**src/hdl/jmss_pkg.sv**
```systemverilog
// Shared types and constants for the JPEG metadata segment stripper.
// Holds the parser phase enum, the result record and the marker codes.
// No dependencies.
package jmss_pkg;

    // Parser phases
    typedef enum logic [3:0] {
        PH_SIG0    = 4'd0,
        PH_SIG1    = 4'd1,
        PH_HDR     = 4'd2,
        PH_MARK    = 4'd3,
        PH_LENHI   = 4'd4,
        PH_LENLO   = 4'd5,
        PH_PAYLOAD = 4'd6,
        PH_SCAN    = 4'd7,
        PH_DONE    = 4'd8,
        PH_FAIL    = 4'd9
    } phase_t;

    // One output result
    typedef struct packed {
        logic       last;
        logic       valid;
        logic [7:0] data;
    } result_t;

    localparam int MAX_RESULTS = 4;

    // Marker codes
    localparam logic [7:0] MK_PREFIX = 8'hFF;
    localparam logic [7:0] MK_SOI    = 8'hD8;
    localparam logic [7:0] MK_EOI    = 8'hD9;
    localparam logic [7:0] MK_RST0   = 8'hD0;
    localparam logic [7:0] MK_RST7   = 8'hD7;
    localparam logic [7:0] MK_SOS    = 8'hDA;
    localparam logic [7:0] MK_STUFF  = 8'h00;
    localparam logic [7:0] MK_APP1   = 8'hE1;
    localparam logic [7:0] MK_APP2   = 8'hE2;
    localparam logic [7:0] MK_APP13  = 8'hED;

    // Data result, not final
    function automatic result_t make_res(input logic [7:0] data);
        result_t r;
        r.last  = 1'b0;
        r.valid = 1'b1;
        r.data  = data;
        return r;
    endfunction

    // Segments removed from the stream
    function automatic logic is_stripped(input logic [7:0] code);
        return (code == MK_APP1) || (code == MK_APP2) || (code == MK_APP13);
    endfunction

endpackage

```
**src/hdl/jpeg_metadata_segment_stripper_unit.sv**
```systemverilog
// Top level of the JPEG metadata segment stripper: byte parser and result burst buffer.
// Depends on jmss_pkg.
//
// Streaming JPEG metadata filter. Each input transfer carries one file byte
// (s_tdata) and an end-of-file flag (s_tlast). Files that do not start with
// FF D8 produce a single closing result (m_tuser = 0, m_tlast = 1) at end of
// file. APP1, APP2 and APP13 segments are removed; all other segments, the
// standalone markers and the entropy-coded data after SOS are copied, and
// FF D9 ends the output of a file with m_tlast set. Each input byte is parsed
// in the cycle it is accepted and yields 0 to 4 results, which are loaded into
// a four-entry burst buffer that drains one result per cycle while m_tready
// is high. Bytes that yield at most one result do not hold the input, so
// payload and scan data stream at one byte per clock while m_tready is high;
// a marker header that is kept (FF, code, two length bytes) is emitted as a
// four-result burst on its low length byte, and SOI, EOI, RST and stuffed
// markers as a two-result burst; the input is held until the last result of
// a burst leaves. There is no reset sweep; the block is ready right after reset.
module jpeg_metadata_segment_stripper_unit (
    input  logic       clk,
    input  logic       rst_n,
    // input byte stream
    input  logic       s_tvalid,
    output logic       s_tready,
    input  logic [7:0] s_tdata,   // [7:0] in_byte
    input  logic       s_tlast,   // end_of_file
    // filtered output stream
    output logic       m_tvalid,
    input  logic       m_tready,
    output logic [7:0] m_tdata,   // [7:0] out_byte
    output logic       m_tuser,   // [0] byte_valid
    output logic       m_tlast    // last
);

    jmss_pkg::phase_t  phase_reg, phase_next;
    logic [7:0]        marker_code_reg, marker_code_next;
    logic [7:0]        length_high_reg, length_high_next;
    logic [15:0]       bytes_left_reg, bytes_left_next;
    logic              dropping_reg, dropping_next;
    logic              scan_follows_reg, scan_follows_next;
    logic              prev_was_ff_reg, prev_was_ff_next;

    jmss_pkg::result_t buf_reg [jmss_pkg::MAX_RESULTS];
    jmss_pkg::result_t res     [jmss_pkg::MAX_RESULTS];
    logic [2:0]        cnt_reg, cnt_next;
    logic [2:0]        n_res;
    logic [15:0]       seg_len;
    logic              accept;
    logic              pop;
    logic              drop_seg;
    logic              standalone;

    assign accept   = s_tvalid && s_tready;
    assign pop      = m_tvalid && m_tready;
    // take a new byte once the buffer is empty or its last result leaves now
    assign s_tready = (cnt_reg == 3'd0) || ((cnt_reg == 3'd1) && m_tready);

    assign m_tvalid = (cnt_reg != 3'd0);
    assign m_tdata  = buf_reg[0].data;
    assign m_tuser  = buf_reg[0].valid;
    assign m_tlast  = buf_reg[0].last;

    assign seg_len    = {length_high_reg, s_tdata};
    assign drop_seg   = jmss_pkg::is_stripped(marker_code_reg);
    assign standalone = (s_tdata == jmss_pkg::MK_SOI) || (s_tdata == jmss_pkg::MK_STUFF) ||
                        ((s_tdata >= jmss_pkg::MK_RST0) && (s_tdata <= jmss_pkg::MK_RST7));

    // Parser next state for the byte at the input
    always_comb
    begin
        phase_next        = phase_reg;
        marker_code_next  = marker_code_reg;
        length_high_next  = length_high_reg;
        bytes_left_next   = bytes_left_reg;
        dropping_next     = dropping_reg;
        scan_follows_next = scan_follows_reg;
        prev_was_ff_next  = prev_was_ff_reg;

        unique case (phase_reg)
            jmss_pkg::PH_SIG0:
            begin
                phase_next = (s_tdata == jmss_pkg::MK_PREFIX) ? jmss_pkg::PH_SIG1
                                                              : jmss_pkg::PH_FAIL;
            end
            jmss_pkg::PH_SIG1:
            begin
                phase_next = (s_tdata == jmss_pkg::MK_SOI) ? jmss_pkg::PH_HDR
                                                           : jmss_pkg::PH_FAIL;
            end
            jmss_pkg::PH_HDR:
            begin
                if (!s_tlast && (s_tdata == jmss_pkg::MK_PREFIX))
                begin
                    phase_next = jmss_pkg::PH_MARK;
                end
            end
            jmss_pkg::PH_MARK:
            begin
                if (s_tdata == jmss_pkg::MK_EOI)
                begin
                    phase_next = jmss_pkg::PH_DONE;
                end
                else if (standalone)
                begin
                    phase_next = jmss_pkg::PH_HDR;
                end
                else
                begin
                    marker_code_next = s_tdata;
                    phase_next       = jmss_pkg::PH_LENHI;
                end
            end
            jmss_pkg::PH_LENHI:
            begin
                length_high_next = s_tdata;
                phase_next       = jmss_pkg::PH_LENLO;
            end
            jmss_pkg::PH_LENLO:
            begin
                // length below 2: marker and length bytes vanish
                if (seg_len < 16'd2)
                begin
                    phase_next = jmss_pkg::PH_HDR;
                end
                else
                begin
                    dropping_next     = drop_seg;
                    scan_follows_next = !drop_seg && (marker_code_reg == jmss_pkg::MK_SOS);
                    bytes_left_next   = seg_len - 16'd2;
                    if (seg_len == 16'd2)
                    begin
                        phase_next = scan_follows_next ? jmss_pkg::PH_SCAN : jmss_pkg::PH_HDR;
                        prev_was_ff_next = 1'b0;
                    end
                    else
                    begin
                        phase_next = jmss_pkg::PH_PAYLOAD;
                    end
                end
            end
            jmss_pkg::PH_PAYLOAD:
            begin
                bytes_left_next = bytes_left_reg - 16'd1;
                if (bytes_left_reg == 16'd1)
                begin
                    phase_next = scan_follows_reg ? jmss_pkg::PH_SCAN : jmss_pkg::PH_HDR;
                    prev_was_ff_next = 1'b0;
                end
            end
            jmss_pkg::PH_SCAN:
            begin
                if (prev_was_ff_reg && (s_tdata == jmss_pkg::MK_EOI))
                begin
                    phase_next = jmss_pkg::PH_DONE;
                end
                prev_was_ff_next = (s_tdata == jmss_pkg::MK_PREFIX);
            end
            jmss_pkg::PH_DONE:
            begin
                phase_next = jmss_pkg::PH_DONE;
            end
            default:
            begin
                phase_next = jmss_pkg::PH_FAIL;
            end
        endcase

        // end of file: rearm for the next file
        if (s_tlast)
        begin
            phase_next        = jmss_pkg::PH_SIG0;
            marker_code_next  = 8'h00;
            length_high_next  = 8'h00;
            bytes_left_next   = 16'h0000;
            dropping_next     = 1'b0;
            scan_follows_next = 1'b0;
            prev_was_ff_next  = 1'b0;
        end
    end

    // Parser results for the byte at the input
    always_comb
    begin
        n_res = 3'd0;
        for (int i = 0; i < jmss_pkg::MAX_RESULTS; i++)
        begin
            res[i] = '0;
        end

        unique case (phase_reg)
            jmss_pkg::PH_SIG1:
            begin
                if (s_tdata == jmss_pkg::MK_SOI)
                begin
                    res[0] = jmss_pkg::make_res(jmss_pkg::MK_PREFIX);
                    res[1] = jmss_pkg::make_res(jmss_pkg::MK_SOI);
                    n_res  = 3'd2;
                end
            end
            jmss_pkg::PH_HDR:
            begin
                // a trailing header byte is dropped
                if (!s_tlast && (s_tdata != jmss_pkg::MK_PREFIX))
                begin
                    res[0] = jmss_pkg::make_res(s_tdata);
                    n_res  = 3'd1;
                end
            end
            jmss_pkg::PH_MARK:
            begin
                if (s_tdata == jmss_pkg::MK_EOI)
                begin
                    res[0]      = jmss_pkg::make_res(jmss_pkg::MK_PREFIX);
                    res[1]      = jmss_pkg::make_res(jmss_pkg::MK_EOI);
                    res[1].last = 1'b1;
                    n_res       = 3'd2;
                end
                else if (standalone)
                begin
                    res[0] = jmss_pkg::make_res(jmss_pkg::MK_PREFIX);
                    res[1] = jmss_pkg::make_res(s_tdata);
                    n_res  = 3'd2;
                end
            end
            jmss_pkg::PH_LENLO:
            begin
                if ((seg_len >= 16'd2) && !drop_seg)
                begin
                    res[0] = jmss_pkg::make_res(jmss_pkg::MK_PREFIX);
                    res[1] = jmss_pkg::make_res(marker_code_reg);
                    res[2] = jmss_pkg::make_res(length_high_reg);
                    res[3] = jmss_pkg::make_res(s_tdata);
                    n_res  = 3'd4;
                end
            end
            jmss_pkg::PH_PAYLOAD:
            begin
                if (!dropping_reg)
                begin
                    res[0] = jmss_pkg::make_res(s_tdata);
                    n_res  = 3'd1;
                end
            end
            jmss_pkg::PH_SCAN:
            begin
                res[0] = jmss_pkg::make_res(s_tdata);
                n_res  = 3'd1;
                if (prev_was_ff_reg && (s_tdata == jmss_pkg::MK_EOI))
                begin
                    res[0].last = 1'b1;
                end
            end
            default:
            begin
            end
        endcase

        // end of file: flag the final result or add a closing one
        if (s_tlast && (phase_reg != jmss_pkg::PH_DONE))
        begin
            if (n_res == 3'd0)
            begin
                res[0].data  = 8'h00;
                res[0].valid = 1'b0;
                res[0].last  = 1'b1;
                n_res        = 3'd1;
            end
            else
            begin
                for (int i = 0; i < jmss_pkg::MAX_RESULTS; i++)
                begin
                    if (3'(i) == (n_res - 3'd1))
                    begin
                        res[i].last = 1'b1;
                    end
                end
            end
        end
    end

    // Buffer fill count
    always_comb
    begin
        cnt_next = cnt_reg;
        if (accept)
        begin
            cnt_next = n_res;
        end
        else if (pop)
        begin
            cnt_next = cnt_reg - 3'd1;
        end
    end

    // Parser state and fill count
    always_ff @(posedge clk or negedge rst_n)
    begin
        if (!rst_n)
        begin
            phase_reg        <= jmss_pkg::PH_SIG0;
            marker_code_reg  <= 8'h00;
            length_high_reg  <= 8'h00;
            bytes_left_reg   <= 16'h0000;
            dropping_reg     <= 1'b0;
            scan_follows_reg <= 1'b0;
            prev_was_ff_reg  <= 1'b0;
            cnt_reg          <= 3'd0;
        end
        else
        begin
            cnt_reg <= cnt_next;
            if (accept)
            begin
                phase_reg        <= phase_next;
                marker_code_reg  <= marker_code_next;
                length_high_reg  <= length_high_next;
                bytes_left_reg   <= bytes_left_next;
                dropping_reg     <= dropping_next;
                scan_follows_reg <= scan_follows_next;
                prev_was_ff_reg  <= prev_was_ff_next;
            end
        end
    end

    // Result burst: load on accept, shift toward the head on each transfer
    always_ff @(posedge clk)
    begin
        if (accept)
        begin
            for (int i = 0; i < jmss_pkg::MAX_RESULTS; i++)
            begin
                buf_reg[i] <= res[i];
            end
        end
        else if (pop)
        begin
            for (int i = 0; i < jmss_pkg::MAX_RESULTS - 1; i++)
            begin
                buf_reg[i] <= buf_reg[i + 1];
            end
        end
    end

    // Checks
    a_cnt_range: assert property (@(posedge clk) disable iff (!rst_n)
        cnt_reg <= 3'd4)
        else $error("burst count out of range");

    a_closing_form: assert property (@(posedge clk) disable iff (!rst_n)
        (m_tvalid && !m_tuser) |-> (m_tlast && (m_tdata == 8'h00)))
        else $error("empty result is not a closing result");

    a_payload_count: assert property (@(posedge clk) disable iff (!rst_n)
        (phase_reg == jmss_pkg::PH_PAYLOAD) |-> (bytes_left_reg != 16'h0000))
        else $error("payload phase with nothing left");

    a_done_has_last: assert property (@(posedge clk) disable iff (!rst_n)
        (accept && (phase_reg != jmss_pkg::PH_DONE) && (phase_next == jmss_pkg::PH_DONE))
        |=> (m_tvalid && (cnt_reg != 3'd0)))
        else $error("end of image without buffered result");

endmodule

```
**config.mk**
```make
export PLATFORM = sky130hd
export DESIGN_NAME = jpeg_metadata_segment_stripper_unit
export DESIGN_NICKNAME = d
export VERILOG_FILES = /design/src/hdl/jmss_pkg.sv /design/src/hdl/jpeg_metadata_segment_stripper_unit.sv
export SDC_FILE = /design/constraint.sdc
export NUM_CORES = 1
export LEC_CHECK = 0
export ABC_AREA = 1
export BUFFER_PORTS_ARGS = -buffer_cell sky130_fd_sc_hd__buf_4
export CAP_MARGIN = 20
export CELL_PAD_IN_SITES_DETAIL_PLACEMENT = 1
export CELL_PAD_IN_SITES_GLOBAL_PLACEMENT = 2
export CORE_UTILIZATION = 35
export CTS_CLUSTER_DIAMETER = 80
export DETAILED_ROUTE_END_ITERATION = 10
export PLACE_DENSITY_LB_ADDON = 0.25
export SLEW_MARGIN = 20
export SYNTH_ARGS = -nofsm -noshare
export SYNTH_HDL_FRONTEND = slang
export SYNTH_SLANG_ARGS = --single-unit
```
**constraint.sdc**
```tcl
create_clock -name clk -period 3.16 [get_ports clk]
set_clock_uncertainty 0.1 [all_clocks]
set_input_delay 0 -clock clk [delete_from_list [all_inputs] [get_ports clk]]
set_output_delay 0 -clock clk [all_outputs]
set_load 0.01 [all_outputs]
```
# After elaboration in Yosys (flattened, before gate mapping)

Memory sizes are Yosys's and may differ from the RTL's.
Cells that the tools add are included.

$add $sub $neg: 4
Order comparisons: 4
Equality and inequality tests: 31
Mux-type cells: 74
Bitwise logic cells: 3
Reductions and logical operators: 35

Operators by type and width:

| operator                                                           | number |
|---|---|
| case mux 10 bit (6 select lines)                                   | 1 |
| 2-to-1 mux 19 bit                                                  | 3 |
| equality test 8 bit, second input constant                         | 7 |
| 2-to-1 mux 8 bit                                                   | 6 |
| 2-to-1 mux 39 bit                                                  | 1 |
| case mux 4 bit (9 select lines)                                    | 1 |
| 2-to-1 mux 3 bit                                                   | 11 |
| 2-to-1 mux 16 bit                                                  | 2 |
| case mux 16 bit (2 select lines)                                   | 1 |
| 2-to-1 mux 10 bit                                                  | 3 |
| case mux 10 bit (3 select lines)                                   | 1 |
| 2-to-1 mux 1 bit                                                   | 28 |
| 2-to-1 mux 4 bit                                                   | 7 |
| 2-to-1 mux 9 bit                                                   | 3 |
| 2-to-1 mux 20 bit                                                  | 1 |
| case mux 3 bit (6 select lines)                                    | 1 |
| equality test 16 x 1 -> 1 bit, second input constant               | 1 |
| equality test 16 x 2 -> 1 bit, second input constant               | 1 |
| equality test 4 x 3 -> 1 bit, second input constant                | 4 |
| greater-or-equal comparator 16 x 2 -> 1 bit, second input constant | 1 |
| less-than comparator 16 x 2 -> 1 bit, second input constant        | 1 |
| subtractor 16 x 1 -> 16 bit, second input constant                 | 1 |
| subtractor 16 x 2 -> 16 bit, second input constant                 | 1 |
| != test 3 bit, second input constant                               | 5 |
| 29 further kinds                                                   | 59 |

Bits in registers: 42
RAM bits: 40
Input port bits: 13
Output and inout bits: 12
Word-level logic and storage cells: 160
Memories kept: 1

Memories:

| memory  | depth | width | rd ports | clocked after memory_dff | wr ports | line                                      | text |
|---|---|---|---|---|---|---|---|
| buf_reg | 4     | 10    | 4        | 0                        | 4        | jpeg_metadata_segment_stripper_unit.sv:42 | `jmss_pkg::result_t buf_reg [jmss_pkg::MAX_RESULTS];` |

# Depth between registers and ports, before layout

Depth after elaboration: 13
Gate-level depth with buffers: 15
Depth with buffers taken out: 14

# Worst setup path before layout

No wires, ideal clock.

Kind: flip-flop to flip-flop
From: register phase_reg[3]
To: memory buf_reg[0][0] (netlist name) (data pin)
Setup time: 0.130 ns
Data arrival time: 2.216 ns
Data required time: 2.930 ns
Slack: 0.713 ns
Cell stages (with the launch flop): 13
Buffers on the path: 0
Clock period less this slack: 2.447 ns
Cell sequence: dfrtp_1 > nor2_1 > inv_2 > nor3_1 > nand3_2 > nand2_2 > nor2_1 > ha_1 > inv_1 > nor2_1 > nor4_4 > nand3_1 > nand2_1

RTL lines:

| item                     | line                                       | text |
|---|---|---|
| start: declaration       | jpeg_metadata_segment_stripper_unit.sv:34  | `jmss_pkg::phase_t phase_reg, phase_next;` |
| start signal: assignment | jpeg_metadata_segment_stripper_unit.sv:299 | `phase_reg <= jmss_pkg::PH_SIG0;` |
| start signal: assignment | jpeg_metadata_segment_stripper_unit.sv:313 | `phase_reg <= phase_next;` |
| end: declaration         | jpeg_metadata_segment_stripper_unit.sv:42  |  |

==> flow_summary_export.csv <==
group,metric,value,unit
setup_path,cp_top_family,"simple AND/OR/NAND/NOR gates",
layout,drive_gt1_frac,0.124,
timing,layout_worst_path_cycle_share,0.878,
route,drc_errors,0,
global_routing,grt.total_usage,0.222,
clocking,cts_made_buffers,9,
route,postRouteAntennaNets,0,
route,drtIter0Drc,291,
layout,flow.area_growth_from_synthesis,13.9,%
timing,final.setup.tns,0,ps
route,wl_per_cell,17.4,um
setup_path,critPathLaunchType,"flip-flop",
synthesis,async_reset_ff_frac,0.512,
synthesis,synth_cells,647,
timing,slew_headroom,0.591,
synthesis,synth.area.top_cells,"edfxtp_1, dfrtp_1, nand2_1",
setup_path,critPathMaxFanout,27,
setup_path,cp.required,3290,ps
clocking,clk_pin_slew,70,ps
setup_path,end_kind,"flip-flop",
clocking,cts_tree,"built",
synthesis,yosysMostFrequentCell,"nand2_1",
layout,nets,696,
power_and_ir_drop,p_leak,2.50,nW
die,die_x,121,um
clocking,root_buffer,"clkbuf_16",
setup_path,crit_slowest_cell,"nor4_4",
die,ios,25,
run_status,status,"finished clean",
placed_design,dp.cells,839,
setup_path,critPathKind,"flip-flop to flip-flop",
route,drt_wl_total,15000,um
timing,hold_viol_final,0,
power_and_ir_drop,powerDensity,838,nW/um2
clocking,cts_sinks,82,
setup_path,crit_top_cell,"nand2_1",
synthesis,synth_fp_nets,668,
layout,num-fill-cells,1744,
placed_design,place_congestion,0.885,
clocking,clock_latency,360,ps
timing,fmax,360,MHz
layout,final_cells,860,
timing,min_period,2770,ps
die,coreArea,13900,um2
setup_path,arrival,2900,ps
synthesis,synth_common_cells,"nand2_1, nor2_1, inv_1",
clocking,cts_buffer_depth,2,
synthesis,synth_seq_cells,82,
synthesis,syn-cell-area,4970,um2
layout,largest_register_ffs,40,
route,vias,4430,
layout,diodes,0,
timing,setup_viol,0,
clocking,postCtsSetupRepairBufs,0,
global_routing,grt_max_degree,43,
synthesis,synth_seq_area_share,0.453,
layout,register_area,2250,um2
clocking,ctsResizeCount,0,
die,initial_core_util,0.358,
timing,drv_slew,0,
placed_design,hpwl,11500,um
synthesis,synth_largest_area_cell,"edfxtp_1",
synthesis,synth_area_per_cell,7.69,um2
global_routing,grt_pass1_wl,24500,um
synthesis,synth_edf_count,40,
global_routing,grt_pass1_vias,4559,
synthesis,yosysTopAreaCellShare,0.242,
route,via_per_inst,5.15,
synthesis,synth.distinct_cells,38,
die,die_h,121,um
clocking,htree_levels,3,
setup_path,worst-path-buf-inv,1,
layout,multiInputGateArea,2340,um2
global_routing,antenna_found_initial,0,
die,num_rows,43,
run,maxCapViolations,0,
route,first_pass_iters,5,
placed_design,port_buffers,24,
timing,worst_hold_slack,10.5,ps
setup_path,crit_path_max_incr_delay,460,ps
setup_path,path_cells,"nor2_1, nand2_1, nor2_1, nand2_1, nand2_1, nand2_4, ha_1, inv_1, nor2_1, nor4_4, nand3_1, nand2_1",
global_routing,overflow,0,
timing,rsz0062_at_grt,"no",
power_and_ir_drop,vdd_drop_max,284,uV
die,die_area,14700,um2
worst_hold_path,hp-class,"input pin to flip-flop",
synthesis,ys.flop_type,"dfrtp_1",
synthesis,synth-warning-count,0,
timing,tightest_slew,614,ps
worst reg2reg max path, stage by stage (launching register included):
cell     delay (ps)
dfrtp_1         410
nor2_1          250
nand2_1          80
nor2_1          210
nand2_1         140
nand2_1         130
nand2_4         190
ha_1            270
inv_1            70
nor2_1           80
nor4_4          460
nand3_1         160
nand2_1          90
where the power goes:
group	leakage [nW]	switching [mW]	total, mW	internal [mW]
Sequential	0.949	0.248	1.85	1.60
Combinational	1.41	1.25	1.84	0.592
Clock	0.142	0.508	1.06	0.555
layer usage:
layer / up-vias / track usage / share of wire / wire length (um)
li1: 2204 / - / - / -
met1: 2153 / 0.293 / 0.47 / 7040
met2: 54 / 0.367 / 0.48 / 7270
met3: 19 / 0.0273 / 0.022 / 323
met4: 0 / 0.0934 / 0.024 / 357
met5: - / 0 / 0 / 0
stage by stage:
stage               cell area (um2)  setup slack (ps)   util  total power [mW]
finish                         5670               386  0.408              4.75
global route                   5670              31.2  0.408              5.12
CTS                            5670               312  0.408              4.80
detailed placement             5320               329  0.383              3.72
global placement               5320               462  0.383              3.67
floorplan                      4970               713      -              3.10
placed cells by master (no fill, tap or decap), types with 16 or more instances in the layout:
cell type	count
edfxtp_1	40
nand3_1	52
nand4_1	21
inv_1	61
nor2_1	84
nand2_1	158
buf_4	30
o21ai_0	52
dfrtp_1	42
a21oi_1	16
logic make-up (layout without fill, tap and decap cells):
logic type,Yosys count,in the layout,share of synthesized area
AO/OA/AOI/OAI,99,99,0.109
adder cells (fa/ha/maj),8,8,0.0201
buffers and inverters,93,126,0.0775
AND/OR/NAND/NOR,352,352,0.318
flip-flops,82,82,0.453
XOR/XNOR,13,13,0.0229
area by class of cell:
cell class / instances / area share
multi-input combinational: 472 / 0.412
clock inverter: 7 / 0.0124
timing repair buffer: 35 / 0.0486
inverter: 75 / 0.0497
clock buffer: 9 / 0.0398
sequential: 82 / 0.398
tap: 180 / 0.0398
path summary, 6_finish.rpt:
path                                    start                 to  slack (ps)  cells past startpoint
setup / recovery           length_high_reg[3]      buf_reg[0][5]         390                     12
hold / removal                     s_tdata[6]  bytes_left_reg[6]          10                      4
setup reg to reg           length_high_reg[3]      buf_reg[0][5]         390                     12
hold reg to reg                 buf_reg[3][8]      buf_reg[2][8]         420                      2
max in group asynchronous               rst_n  bytes_left_reg[8]        2450                      2
min in group asynchronous               rst_n         cnt_reg[2]          90                      2
what timing repair did:
item / in CTS / in global routing
setup endpoints to repair: 0 / 5
hold buffers: 5 / 0
hold endpoints to repair: 46 / 0
(Power assumes the default switching activity.)
